**config.mk**
```make
export PLATFORM = sky130hd
export DESIGN_NAME = stable_rank_sort_indices_flat
export DESIGN_NICKNAME = d
export VERILOG_FILES = /design/src/srs_pkg.sv /design/src/srs_req_if.sv /design/src/srs_rsp_if.sv /design/src/srs_rank.sv /design/src/srs_emit.sv /design/src/stable_rank_sort_indices.sv /design/src/flat_wrapper.sv
export SDC_FILE = /design/constraint.sdc
export NUM_CORES = 2
export LEC_CHECK = 0
export BUFFER_PORTS_ARGS = -buffer_cell sky130_fd_sc_hd__clkbuf_2
export CORE_MARGIN = 2
export CORE_UTILIZATION = 57
export CTS_CLUSTER_SIZE = 10
export DETAILED_ROUTE_END_ITERATION = 12
export PLACE_DENSITY = 0.76
export SYNTH_ARGS = -nofsm -noshare
export SYNTH_HDL_FRONTEND = slang
export SYNTH_SLANG_ARGS = --single-unit
```
**constraint.sdc**
```tcl
create_clock -name clock -period 3.85 [get_ports clock]
set_clock_uncertainty 0.05 [all_clocks]
set_input_delay 0.385 -clock clock [delete_from_list [all_inputs] [get_ports clock]]
set_output_delay 0.385 -clock clock [all_outputs]
set_load 0.01 [all_outputs]
```
**src/srs_pkg.sv**
```systemverilog
// Shared definitions for the stable rank sort block.
// Field widths, the default capacity and the controller state type.
`default_nettype none

package srs_pkg;

   // Default number of elements held in one set
   localparam int MaxLenDefault = 32;

   // Payload widths fixed by the channel definitions
   localparam int ValueW  = 32;
   localparam int SrcIdxW = 5;

   // Top-level controller phases
   typedef enum logic [1:0] {
      ST_LOAD,
      ST_RANK,
      ST_EMIT
   } state_type;

endpackage : srs_pkg

`default_nettype wire

```
**src/srs_req_if.sv**
```systemverilog
// Input channel of the stable rank sort block: one element per transfer.
// Depends on srs_pkg for the payload widths.
`default_nettype none

interface srs_req_if
   import srs_pkg::*;
   ();

   logic                     valid;
   logic                     ready;
   logic signed [ValueW-1:0] value;
   logic                     is_last;

   modport source (output valid, output value, output is_last, input ready);
   modport sink   (input valid, input value, input is_last, output ready);

endinterface : srs_req_if

`default_nettype wire

```
**src/srs_rsp_if.sv**
```systemverilog
// Result channel of the stable rank sort block: one source index per transfer.
// Depends on srs_pkg for the payload widths.
`default_nettype none

interface srs_rsp_if
   import srs_pkg::*;
   ();

   logic               valid;
   logic               ready;
   logic [SrcIdxW-1:0] source_index;
   logic               final_res;
   logic               overflow;

   modport source (output valid, output source_index, output final_res,
                   output overflow, input ready);
   modport sink   (input valid, input source_index, input final_res,
                   input overflow, output ready);

endinterface : srs_rsp_if

`default_nettype wire

```
**src/srs_rank.sv**
```systemverilog
// Ranking engine: holds the element values in a synchronous memory and
// counts, for each pivot, the elements ordered before it. Depends on srs_pkg.
`default_nettype none

module srs_rank
   import srs_pkg::*;
#(
   parameter int MAX_LEN = MaxLenDefault
) (
   input  wire                      clock,
   input  wire                      reset,
   // element writes during load
   input  wire                      wr_en,
   input  wire [$clog2(MAX_LEN)-1:0] wr_addr,
   input  wire signed [ValueW-1:0]  wr_value,
   // ranking control
   input  wire                      start,
   input  wire [$clog2(MAX_LEN+1)-1:0] n,
   // order table write: entry at rank ord_addr gets index ord_idx
   output logic                     ord_we,
   output logic [$clog2(MAX_LEN)-1:0] ord_addr,
   output logic [$clog2(MAX_LEN)-1:0] ord_idx,
   output logic                     done
);

   localparam int IdxW = $clog2(MAX_LEN);
   localparam int CntW = $clog2(MAX_LEN+1);

   // Value memory: written only while loading, read only while ranking,
   // so the two ports never touch the same entry in the same phase.
   logic signed [ValueW-1:0] value_mem [MAX_LEN];
   logic signed [ValueW-1:0] rd_data_ff;
   logic [IdxW-1:0]          rd_addr;

   // issue side
   logic            busy_ff, busy_in;
   logic            iss_piv_ff, iss_piv_in;
   logic [IdxW-1:0] iss_i_ff, iss_i_in;
   logic [IdxW-1:0] iss_j_ff, iss_j_in;
   logic            j_last, i_last;

   // return side, aligned with rd_data_ff
   logic            ret_vld_ff;
   logic            ret_piv_ff;
   logic [IdxW-1:0] ret_i_ff;
   logic [IdxW-1:0] ret_j_ff;
   logic            ret_last_ff;
   logic            ret_done_ff;

   logic signed [ValueW-1:0] pivot_ff;
   logic [IdxW-1:0]          rank_ff;
   logic [IdxW-1:0]          rank_in;
   logic                     hit;

   // write and read the value memory
   always_ff @(posedge clock) begin
      if (wr_en) begin
         value_mem[wr_addr] <= wr_value;
      end
      rd_data_ff <= value_mem[rd_addr];
   end

   // Issue order per pivot i: read i, then compare reads 0..n-1
   assign rd_addr = iss_piv_ff ? iss_i_ff : iss_j_ff;
   assign j_last  = (CntW'(iss_j_ff) + CntW'(1)) == n;
   assign i_last  = (CntW'(iss_i_ff) + CntW'(1)) == n;

   always_comb begin
      busy_in    = busy_ff;
      iss_piv_in = iss_piv_ff;
      iss_i_in   = iss_i_ff;
      iss_j_in   = iss_j_ff;
      if (start) begin
         busy_in    = 1'b1;
         iss_piv_in = 1'b1;
         iss_i_in   = '0;
      end else if (busy_ff) begin
         if (iss_piv_ff) begin
            iss_piv_in = 1'b0;
            iss_j_in   = '0;
         end else if (j_last) begin
            if (i_last) begin
               busy_in = 1'b0;
            end else begin
               iss_piv_in = 1'b1;
               iss_i_in   = iss_i_ff + IdxW'(1);
            end
         end else begin
            iss_j_in = iss_j_ff + IdxW'(1);
         end
      end
   end

   always_ff @(posedge clock) begin
      if (reset) begin
         busy_ff    <= 1'b0;
         ret_vld_ff <= 1'b0;
      end else begin
         busy_ff    <= busy_in;
         ret_vld_ff <= busy_ff;
      end
      iss_piv_ff  <= iss_piv_in;
      iss_i_ff    <= iss_i_in;
      iss_j_ff    <= iss_j_in;
      ret_piv_ff  <= iss_piv_ff;
      ret_i_ff    <= iss_i_ff;
      ret_j_ff    <= iss_j_ff;
      ret_last_ff <= !iss_piv_ff && j_last;
      ret_done_ff <= !iss_piv_ff && j_last && i_last;
   end

   // Count elements ordered before the pivot; equal values keep input order
   assign hit = (rd_data_ff < pivot_ff) ||
                ((rd_data_ff == pivot_ff) && (ret_j_ff < ret_i_ff));
   assign rank_in = rank_ff + IdxW'(hit);

   always_ff @(posedge clock) begin
      if (ret_vld_ff && ret_piv_ff) begin
         pivot_ff <= rd_data_ff;
         rank_ff  <= '0;
      end else if (ret_vld_ff) begin
         rank_ff  <= rank_in;
      end
   end

   // Write the pivot index at its rank after its last compare
   assign ord_we   = ret_vld_ff && !ret_piv_ff && ret_last_ff;
   assign ord_addr = rank_in;
   assign ord_idx  = ret_i_ff;
   assign done     = ord_we && ret_done_ff;

endmodule : srs_rank

`default_nettype wire

```
**src/srs_emit.sv**
```systemverilog
// Emit engine: holds the rank-to-index table in a synchronous memory and
// streams it out through a registered result stage. Depends on srs_pkg, srs_rsp_if.
`default_nettype none

module srs_emit
   import srs_pkg::*;
#(
   parameter int MAX_LEN = MaxLenDefault
) (
   input  wire                      clock,
   input  wire                      reset,
   // order table writes from the ranking engine
   input  wire                      ord_we,
   input  wire [$clog2(MAX_LEN)-1:0] ord_addr,
   input  wire [$clog2(MAX_LEN)-1:0] ord_idx,
   // emit control
   input  wire                      start,
   input  wire [$clog2(MAX_LEN+1)-1:0] n,
   input  wire                      dropped,
   output logic                     done,
   srs_rsp_if.source                rsp
);

   localparam int IdxW = $clog2(MAX_LEN);
   localparam int CntW = $clog2(MAX_LEN+1);

   // Order memory: written during ranking, read during emit only
   logic [IdxW-1:0] order_mem [MAX_LEN];
   logic [IdxW-1:0] rd_data_ff;

   logic            busy_ff;
   logic [IdxW-1:0] k_ff;
   logic            pend_ff;
   logic            pend_final_ff;
   logic            k_last;
   logic            out_free;
   logic            issue;

   logic               out_vld_ff;
   logic [SrcIdxW-1:0] out_idx_ff;
   logic               out_final_ff;
   logic               out_ovf_ff;

   always_ff @(posedge clock) begin
      if (ord_we) begin
         order_mem[ord_addr] <= ord_idx;
      end
      rd_data_ff <= order_mem[k_ff];
   end

   // Read the next rank only when the result stage will be free for it
   assign k_last   = (CntW'(k_ff) + CntW'(1)) == n;
   assign out_free = !out_vld_ff || rsp.ready;
   assign issue    = busy_ff && !pend_ff && out_free;

   always_ff @(posedge clock) begin
      if (reset) begin
         busy_ff <= 1'b0;
         pend_ff <= 1'b0;
      end else begin
         pend_ff <= issue;
         if (start) begin
            busy_ff <= 1'b1;
         end else if (issue && k_last) begin
            busy_ff <= 1'b0;
         end
      end
      if (start) begin
         k_ff <= '0;
      end else if (issue && !k_last) begin
         k_ff <= k_ff + IdxW'(1);
      end
      if (issue) begin
         pend_final_ff <= k_last;
      end
   end

   // Result stage: load returning data, drop on transfer
   always_ff @(posedge clock) begin
      if (reset) begin
         out_vld_ff <= 1'b0;
      end else if (pend_ff) begin
         out_vld_ff <= 1'b1;
      end else if (rsp.ready) begin
         out_vld_ff <= 1'b0;
      end
      if (pend_ff) begin
         out_idx_ff   <= SrcIdxW'(rd_data_ff);
         out_final_ff <= pend_final_ff;
         out_ovf_ff   <= dropped;
      end
   end

   assign done             = pend_ff && pend_final_ff;
   assign rsp.valid        = out_vld_ff;
   assign rsp.source_index = out_idx_ff;
   assign rsp.final_res    = out_final_ff;
   assign rsp.overflow     = out_ovf_ff;

endmodule : srs_emit

`default_nettype wire

```
**src/stable_rank_sort_indices.sv**
```systemverilog
// Top level of the stable rank sort block: load controller, ranking engine
// and emit engine. Depends on srs_pkg, srs_req_if, srs_rsp_if, srs_rank, srs_emit.
//
//   channel   direction  carries
//   req_ch    in         value (signed Q16.16), is_last
//   rsp_ch    out        source_index, final_res, overflow
//
// Load takes one element per cycle. After the element marked last, ranking
// of the n held elements does one value-memory read per compare and one
// pivot read per element. Emit reads one rank at a time, the next only once
// the last is in the result register and that register is free. Ranking and
// emit take no element; a stalled result holds in its output register.
// Synchronous reset empties the set; memory contents are not cleared.
`default_nettype none

module stable_rank_sort_indices
   import srs_pkg::*;
#(
   parameter int MAX_LEN = MaxLenDefault
) (
   input  wire        clock,
   input  wire        reset,
   srs_req_if.sink    req_ch,
   srs_rsp_if.source  rsp_ch
);

   localparam int IdxW = $clog2(MAX_LEN);
   localparam int CntW = $clog2(MAX_LEN+1);

   state_type       state_ff, state_in;
   logic [CntW-1:0] count_ff, count_in;
   logic            dropped_ff, dropped_in;

   logic            req_xfer;
   logic            has_room;
   logic            wr_en;
   logic            rank_start;
   logic            rank_done;
   logic            emit_done;
   logic            ord_we;
   logic [IdxW-1:0] ord_addr;
   logic [IdxW-1:0] ord_idx;

   assign req_xfer = req_ch.valid && req_ch.ready;
   assign has_room = count_ff < CntW'(MAX_LEN);
   assign wr_en    = req_xfer && has_room;

   // Phase control, element count and drop flag
   always_comb begin
      state_in     = state_ff;
      count_in     = count_ff;
      dropped_in   = dropped_ff;
      req_ch.ready = 1'b0;
      rank_start   = 1'b0;
      unique case (state_ff)
         ST_LOAD: begin
            req_ch.ready = 1'b1;
            if (req_xfer) begin
               if (has_room) begin
                  count_in = count_ff + CntW'(1);
               end else begin
                  dropped_in = 1'b1;
               end
               if (req_ch.is_last) begin
                  rank_start = 1'b1;
                  state_in   = ST_RANK;
               end
            end
         end
         ST_RANK: begin
            if (rank_done) begin
               state_in = ST_EMIT;
            end
         end
         ST_EMIT: begin
            if (emit_done) begin
               count_in   = '0;
               dropped_in = 1'b0;
               state_in   = ST_LOAD;
            end
         end
         default: begin
            state_in = ST_LOAD;
         end
      endcase
   end

   always_ff @(posedge clock) begin
      if (reset) begin
         state_ff   <= ST_LOAD;
         count_ff   <= '0;
         dropped_ff <= 1'b0;
      end else begin
         state_ff   <= state_in;
         count_ff   <= count_in;
         dropped_ff <= dropped_in;
      end
   end

   srs_rank #(
      .MAX_LEN (MAX_LEN)
   ) u_rank (
      .clock    (clock),
      .reset    (reset),
      .wr_en    (wr_en),
      .wr_addr  (count_ff[IdxW-1:0]),
      .wr_value (req_ch.value),
      .start    (rank_start),
      .n        (count_ff),
      .ord_we   (ord_we),
      .ord_addr (ord_addr),
      .ord_idx  (ord_idx),
      .done     (rank_done)
   );

   srs_emit #(
      .MAX_LEN (MAX_LEN)
   ) u_emit (
      .clock    (clock),
      .reset    (reset),
      .ord_we   (ord_we),
      .ord_addr (ord_addr),
      .ord_idx  (ord_idx),
      .start    (rank_done),
      .n        (count_ff),
      .dropped  (dropped_ff),
      .done     (emit_done),
      .rsp      (rsp_ch)
   );

endmodule : stable_rank_sort_indices

`default_nettype wire

```
**src/flat_wrapper.sv**
```systemverilog
// flat-port wrapper written by rule: the top's interface ports become plain ports
module stable_rank_sort_indices_flat import srs_pkg::*;
#(
   parameter int MAX_LEN = MaxLenDefault
)
  (clock, reset, req_ch_valid, req_ch_value, req_ch_is_last, req_ch_ready, rsp_ch_valid, rsp_ch_source_index, rsp_ch_final_res, rsp_ch_overflow, rsp_ch_ready);
  srs_req_if req_ch_i ();
  srs_rsp_if rsp_ch_i ();
  input  wire clock;
  input  wire reset;
  input wire logic [$bits(req_ch_i.valid)-1:0] req_ch_valid;
  input wire logic [$bits(req_ch_i.value)-1:0] req_ch_value;
  input wire logic [$bits(req_ch_i.is_last)-1:0] req_ch_is_last;
  output wire logic [$bits(req_ch_i.ready)-1:0] req_ch_ready;
  output wire logic [$bits(rsp_ch_i.valid)-1:0] rsp_ch_valid;
  output wire logic [$bits(rsp_ch_i.source_index)-1:0] rsp_ch_source_index;
  output wire logic [$bits(rsp_ch_i.final_res)-1:0] rsp_ch_final_res;
  output wire logic [$bits(rsp_ch_i.overflow)-1:0] rsp_ch_overflow;
  input wire logic [$bits(rsp_ch_i.ready)-1:0] rsp_ch_ready;
  assign req_ch_i.valid = req_ch_valid;
  assign req_ch_i.value = req_ch_value;
  assign req_ch_i.is_last = req_ch_is_last;
  assign req_ch_ready = req_ch_i.ready;
  assign rsp_ch_valid = rsp_ch_i.valid;
  assign rsp_ch_source_index = rsp_ch_i.source_index;
  assign rsp_ch_final_res = rsp_ch_i.final_res;
  assign rsp_ch_overflow = rsp_ch_i.overflow;
  assign rsp_ch_i.ready = rsp_ch_ready;
  stable_rank_sort_indices #(.MAX_LEN(MAX_LEN)) u_core (.clock(clock), .reset(reset), .req_ch(req_ch_i), .rsp_ch(rsp_ch_i));
endmodule
```
; ---- Word level (Yosys, flattened, before mapping)
; Memory sizes are Yosys's and may differ from the RTL's. A register that Yosys moved wholly into a read port is not among the register bits.
; Cells that the tools add are included.
[op_classes]
shifts = 0
n_div = 0
add_sub_neg = 8
eq_ne = 13
n_bitwise = 3
order_cmp = 3
mux = 34
n_reduce_logical = 30
multipliers = 0
[ops]
columns = op, count
row1 = 32-bit == test, 1
row2 = 32-bit < comparator, 1
row3 = 1-bit two-way mux, 22
row4 = "5-bit by 1-bit adder with 6-bit output, second input constant", 3
row5 = 6-bit == test, 3
row6 = 6-bit two-way mux, 3
row7 = 4-bit AND reduction, 4
row8 = "5-bit by 1-bit adder with 5-bit output, second input constant", 3
row9 = 1-bit logical AND, 14
row10 = 6-bit case mux with 2 select lines, 1
row11 = 5-bit two-way mux, 2
row12 = 2-bit two-way mux, 4
row13 = "2-bit by 1-bit inequality test with 1-bit output, second input constant", 4
row14 = "6-bit by 1-bit adder with 6-bit output, second input constant", 1
row15 = "6-bit < comparator, second input constant", 1
row16 = "2-bit inequality test, second input constant", 3
row17 = 2-bit case mux with 3 select lines, 1
row18 = 2-bit nonzero test, 3
row19 = 5-bit by 1-bit adder with 5-bit output, 1
row20 = 1-bit zero test, 5
row21 = 5-bit < comparator, 1
row22 = 1-bit inverter, 3
row23 = 3-bit AND reduction, 1
row24 = "2-bit by 1-bit == test with 1-bit output, second input constant", 1
row25 = 4 further kinds, 5
[word_totals]
word_cells = 116
output_inout_bits = 9
reg_bits = 88
mem_count = 2
inputBits = 37
ramBits = 1184
mem_bits_ro = 0
latchBits = 0
[mem_list]
columns = memory, words, word_bits, rd, rd_ports_with_merged_regs, wr, line_no
row1 = u_core.u_rank.value_mem, 32, 32, 1, 1, 1, srs_rank.sv:31  ; logic signed [ValueW-1:0] value_mem [MAX_LEN];
row2 = u_core.u_emit.order_mem, 32, 5, 1, 1, 1, srs_emit.sv:28  ; logic [IdxW-1:0] order_mem [MAX_LEN];

; ---- Depth between registers and ports, before layout
[logic_depth]
word_depth = 7
depth_mapped = 16

; ---- Hierarchy
; A second synthesis with hierarchy kept.
[unflattened]
cells_unflattened = 3083
area_unflattened_um2 = 52656.8
[modules_own_cells]
columns = mod, seq_area_each_um2, instances, area_per_inst_um2, cells_per_inst
row1 = srs_rank, 33021.7, 1, 45030.7, 2678
row2 = srs_emit, 5305.1, 1, 7124.3, 350
row3 = stable_rank_sort_indices, 180.2, 1, 501.7, 55

; ---- Worst setup path before layout
; OpenSTA, ideal clock, no wires.
[synth_timing]
kind = register to register
start = register u_core.u_rank.pivot_ff[14]
end = memory u_core.u_emit.order_mem[20][0] (netlist name) (enable)
path_slack_ns = 0.223
t_required_ns = 3.461
path_buffers = 1
arrival_time_ns = 3.237
synth_period_minus_slack_ns = 3.627
path_stages_with_launch = 14
cell_sequence = edfxtp_1 > inv_1 > ha_1 > a21oi_1 > nand2_1 > a221o_1 > o31ai_1 > a31o_2 > nand3_1 > ha_1 > ha_1 > or4b_2 > clkbuf_1 > nor2_1
[synth_via]
elab_chain_len = 4
[synth_lines]
columns = item, line_no
row1 = "start, declared", srs_rank.sv:50  ; logic signed [ValueW-1:0] pivot_ff;
row2 = "start signal, assigned", srs_rank.sv:119  ; pivot_ff <= rd_data_ff;
row3 = "parallel branches: the longest is 2 deep, another holds 32-bit < comparator", -
row4 = 1-bit logical OR (*), srs_rank.sv:113  ; assign hit = (rd_data_ff < pivot_ff) ||
row5 = 5-bit by 1-bit adder with 5-bit output (*), srs_rank.sv:115  ; assign rank_in = rank_ff + IdxW'(hit);
row6 = named net u_core.ord_addr[1], stable_rank_sort_indices.sv:41  ; logic [IdxW-1:0] ord_addr;
row7 = "end, declared", srs_emit.sv:28
; Mark *: on every way through the listed nets, which the timed path passes.

; ---- Final worst setup path
[layout_timing]
start = register u_core.u_rank.pivot_ff[19]
end = memory u_core.u_emit.order_mem[13][2] (netlist name) (enable)
[layout_via]
elab_chain_len = 4
[layout_lines]
columns = item, line_no
row1 = "parallel branches: the longest is 2 deep, another holds 32-bit < comparator", -
row2 = 1-bit logical OR (*), srs_rank.sv:113
row3 = 5-bit by 1-bit adder with 5-bit output (*), srs_rank.sv:115
; Every way passes the cells marked *.

==> flow_summary.toml <==
[timing]
setup_slack_ns = 0.0478
holdWs_ns = 0.171
min_period_over_period_pct = 98.8
relSlewSlack_pct = 12.8
tns_ns = 0
setup_viol = 0
hold_violations = 0
fmax_mhz = 263
slew_violations = 0
tightest_slew_ns = 1.30
fin_crit_ns = 3.80

[synthesis]
yosysTopAreaCellShare_pct = 70.6
ys_seq_area_share_pct = 73.6
ys_top_cells_by_area = "edfxtp_1 71%, mux4_2 9.5%, dfxtp_1 3.1%"
ys_warn_count = 0
syn-num-nets = 3154
netlist_instances = 3072
synth_ff_type = "edfxtp_1"
synth-edff-count = 1229
ys_ff_latch = 1309
synth_top_cell_by_area = "edfxtp_1"
syn_area_sq_um = 52300
ys_types = 69
synth.avg_cell_area_sq_um = 17.0
async_flop_share_pct = 0

[die]
dieArea_sq_um = 94200
ios = 46
fp.coreArea_sq_um = 91200
die_w_um = 307
die_h_um = 307
initial_utilization_pct = 57.3
rows = 111

[global_routing]
antenna_found_initial = 13
grt_util_all_layers_pct = 28.9
grt_pass1_vias = 30905
grt_pass1_wl_um = 198000
grt_start_max_net_pins = 97
grt-ovfl-total = 0

[flow_run]
maxCapViolations = 0

[critical_path]
crit_type = "reg -> reg"
worstPathArrival_ns = 4.18
slowest_delay_ns = 0.58
crit_chain = "inv_1 > ha_1 > a21oi_1 > o21ai_0 > a2111oi_1 > buf_4 > a31o_2 > nand3_2 > ha_2 > ha_4 > xor2_2 > nor2b_1 > nand2_1 > nor2_2"
slowest_stage = "a2111oi_1"
worstSetupEndpointType = "register"
path_max_fanout = 7
crit_family = "compound AO/OA/AOI/OAI gates"
cp_num_buf_inv = 2
required_ns = 4.22
cp-start-kind = "register"

[drt]
via_per_inst = 6.83
vias = 30698
wire_per_inst_um = 30.1
drtIter0Drc = 4106
drc_errors = 0
first_pass_iters = 7
ant_nets = 0
wl_met2_um = 64100
m1WireLength_um = 48700
met3_length_um = 15100
top_layer_used = "met5"
routed_wl_um = 135000

[power_and_ir_drop]
peakVddDrop_uv = 482
p_per_area_nw_per_um2 = 538
leakage_nw = 19.1
power.total_mw = 32.0

[layout]
layout_common_cells = "1,229 x edfxtp_1, 290 x nand2_1, 220 x mux4_2"
fin_cells = 4496
final_common_cell = "edfxtp_1"
fin_nets = 3322
area_growth_syn_to_layout_pct = 13.7
fin_area_sq_um = 59400
n_fill_cell = 5822
final_layout_size_suffix_gt1_share_pct = 20.8
utilization_pct = 65.1

[clock_network]
cts_sinks = 1309
path_clk_slew_ns = 0.06
h-tree-depth = 4
cts_made_buffers = 150
cts_tree = "yes"
post_cts_buffers = 0
clkLatencyLatePin_ns = 0.76
clockRootBuffer = "clkbuf_16"
cts.path.max_buffers = 3

[placed_design]
post_dp_cell_area_sq_um = 55000
port_buffers = 45
place_congestion = 0.883
place_hpwl_um = 78000
place_inst = 4269
dp_slack_ns = -0.134

[run_status]
outcome = "complete, no violations"

[worst_hold_path]
worstHoldPathType = "in -> reg"
## worst paths after layout
path | start | endpoint | slack [ns] | depth (start not counted)
worst max-delay path | u_core.u_rank.pivot_ff[19] | u_core.u_emit.order_mem[13][2] | 0.05 | 14
worst min-delay path | req_ch_value[24] | u_core.u_rank.value_mem[13][24] | 0.17 | 1
worst max register to register | u_core.u_rank.pivot_ff[19] | u_core.u_emit.order_mem[13][2] | 0.05 | 14
worst min register to register | u_core.u_emit.rd_data_ff[2] | u_core.u_emit.rsp.source_index[2] | 0.35 | 0
## Yosys cell counts, types with 8 or more instances
cell,n
o21ai_0,48
ha_1,45
mux4_2,220
a211oi_1,65
a22oi_1,43
mux2i_1,20
nand3_1,52
o31ai_1,13
inv_1,49
a22o_1,22
a311oi_1,18
o22ai_1,13
o21ai_1,27
nor2_1,174
xor2_1,12
xnor2_1,12
a31oi_1,30
a21boi_0,8
nand4_1,12
o221ai_1,56
mux2_2,8
a21oi_1,174
edfxtp_1,1229
dfxtp_1,80
buf_1,15
o311a_1,20
nor2b_1,8
nand2_1,294
buf_6,14
and3_1,22
nor3_1,12
clkbuf_1,106
nand2b_1,8
buf_2,47
o41ai_1,19
## power breakdown
| part | total [mW] | leakage [nW] | internal (mW) | switching [mW] |
|---|---|---|---|---|
| sequential | 16.0 | 11.8 | 15.8 | 0.172 |
| combinational | 3.44 | 5.21 | 1.34 | 2.10 |
| clock | 12.5 | 2.04 | 7.21 | 5.34 |
## kinds of logic after synthesis
kind of cell	Yosys count	synth area share (%)
compound gates	586	7.54
xor+xnor	26	0.488
simple gates	617	5.08
flops	1309	73.6
fa+ha+maj	45	1.08
mux	250	10.1
buf+inv	239	2.08
## final cells by class
type,instances,area (sq um),share of cell area (%)
repair buffers,205,1800,3.03
diodes,3,7.51,0.0126
flip-flops and latches,1309,38500,64.8
inverters,50,188,0.316
clock buffers,203,3990,6.72
multi-input cells,1524,13200,22.2
well taps,1186,1480,2.50
clock inverters,16,233,0.392
## state kept, by name (all words and copies together) (netlist names), 5 cells and up
name	count
u_core.u_rank.ord_idx	5
u_core.u_emit.order_mem	160
u_core.count_ff	6
u_core.u_rank.ret_j_ff	5
u_core.u_emit.rsp.source_index	5
u_core.u_rank.rd_data_ff	32
u_core.u_rank.iss_j_ff	5
u_core.u_rank.rank_ff	5
u_core.u_rank.iss_i_ff	5
u_core.u_rank.pivot_ff	32
u_core.u_emit.k_ff	5
u_core.u_rank.value_mem	1024
u_core.u_emit.rd_data_ff	5
## worst register-to-register path, delay by kind of cell (launching register included)
kind | cells | cell delay [ns]
flip-flops | 1 | 0.36
AO/OA/AOI/OAI | 4 | 1.03
adder cells (fa/ha/maj) | 3 | 0.69
AND/OR/NAND/NOR | 4 | 0.80
XOR/XNOR | 1 | 0.27
buffers and inverters | 2 | 0.27
## timing repair
item                                   in CTS  in global routing
gates resized for setup                    15                 27
setup endpoints to repair                 130                160
pin swaps                                   0                  3
endpoints found under the hold margin      10                  0
hold buffers                                5                  0
## routing by layer
layer	track usage (%)	up-vias
met3	6.97	452
met5	0	-
li1	-	12645
met4	14.9	10
met2	45.3	2144
met1	38.2	15447
Note: power is estimated with default switching activity, not from simulation.
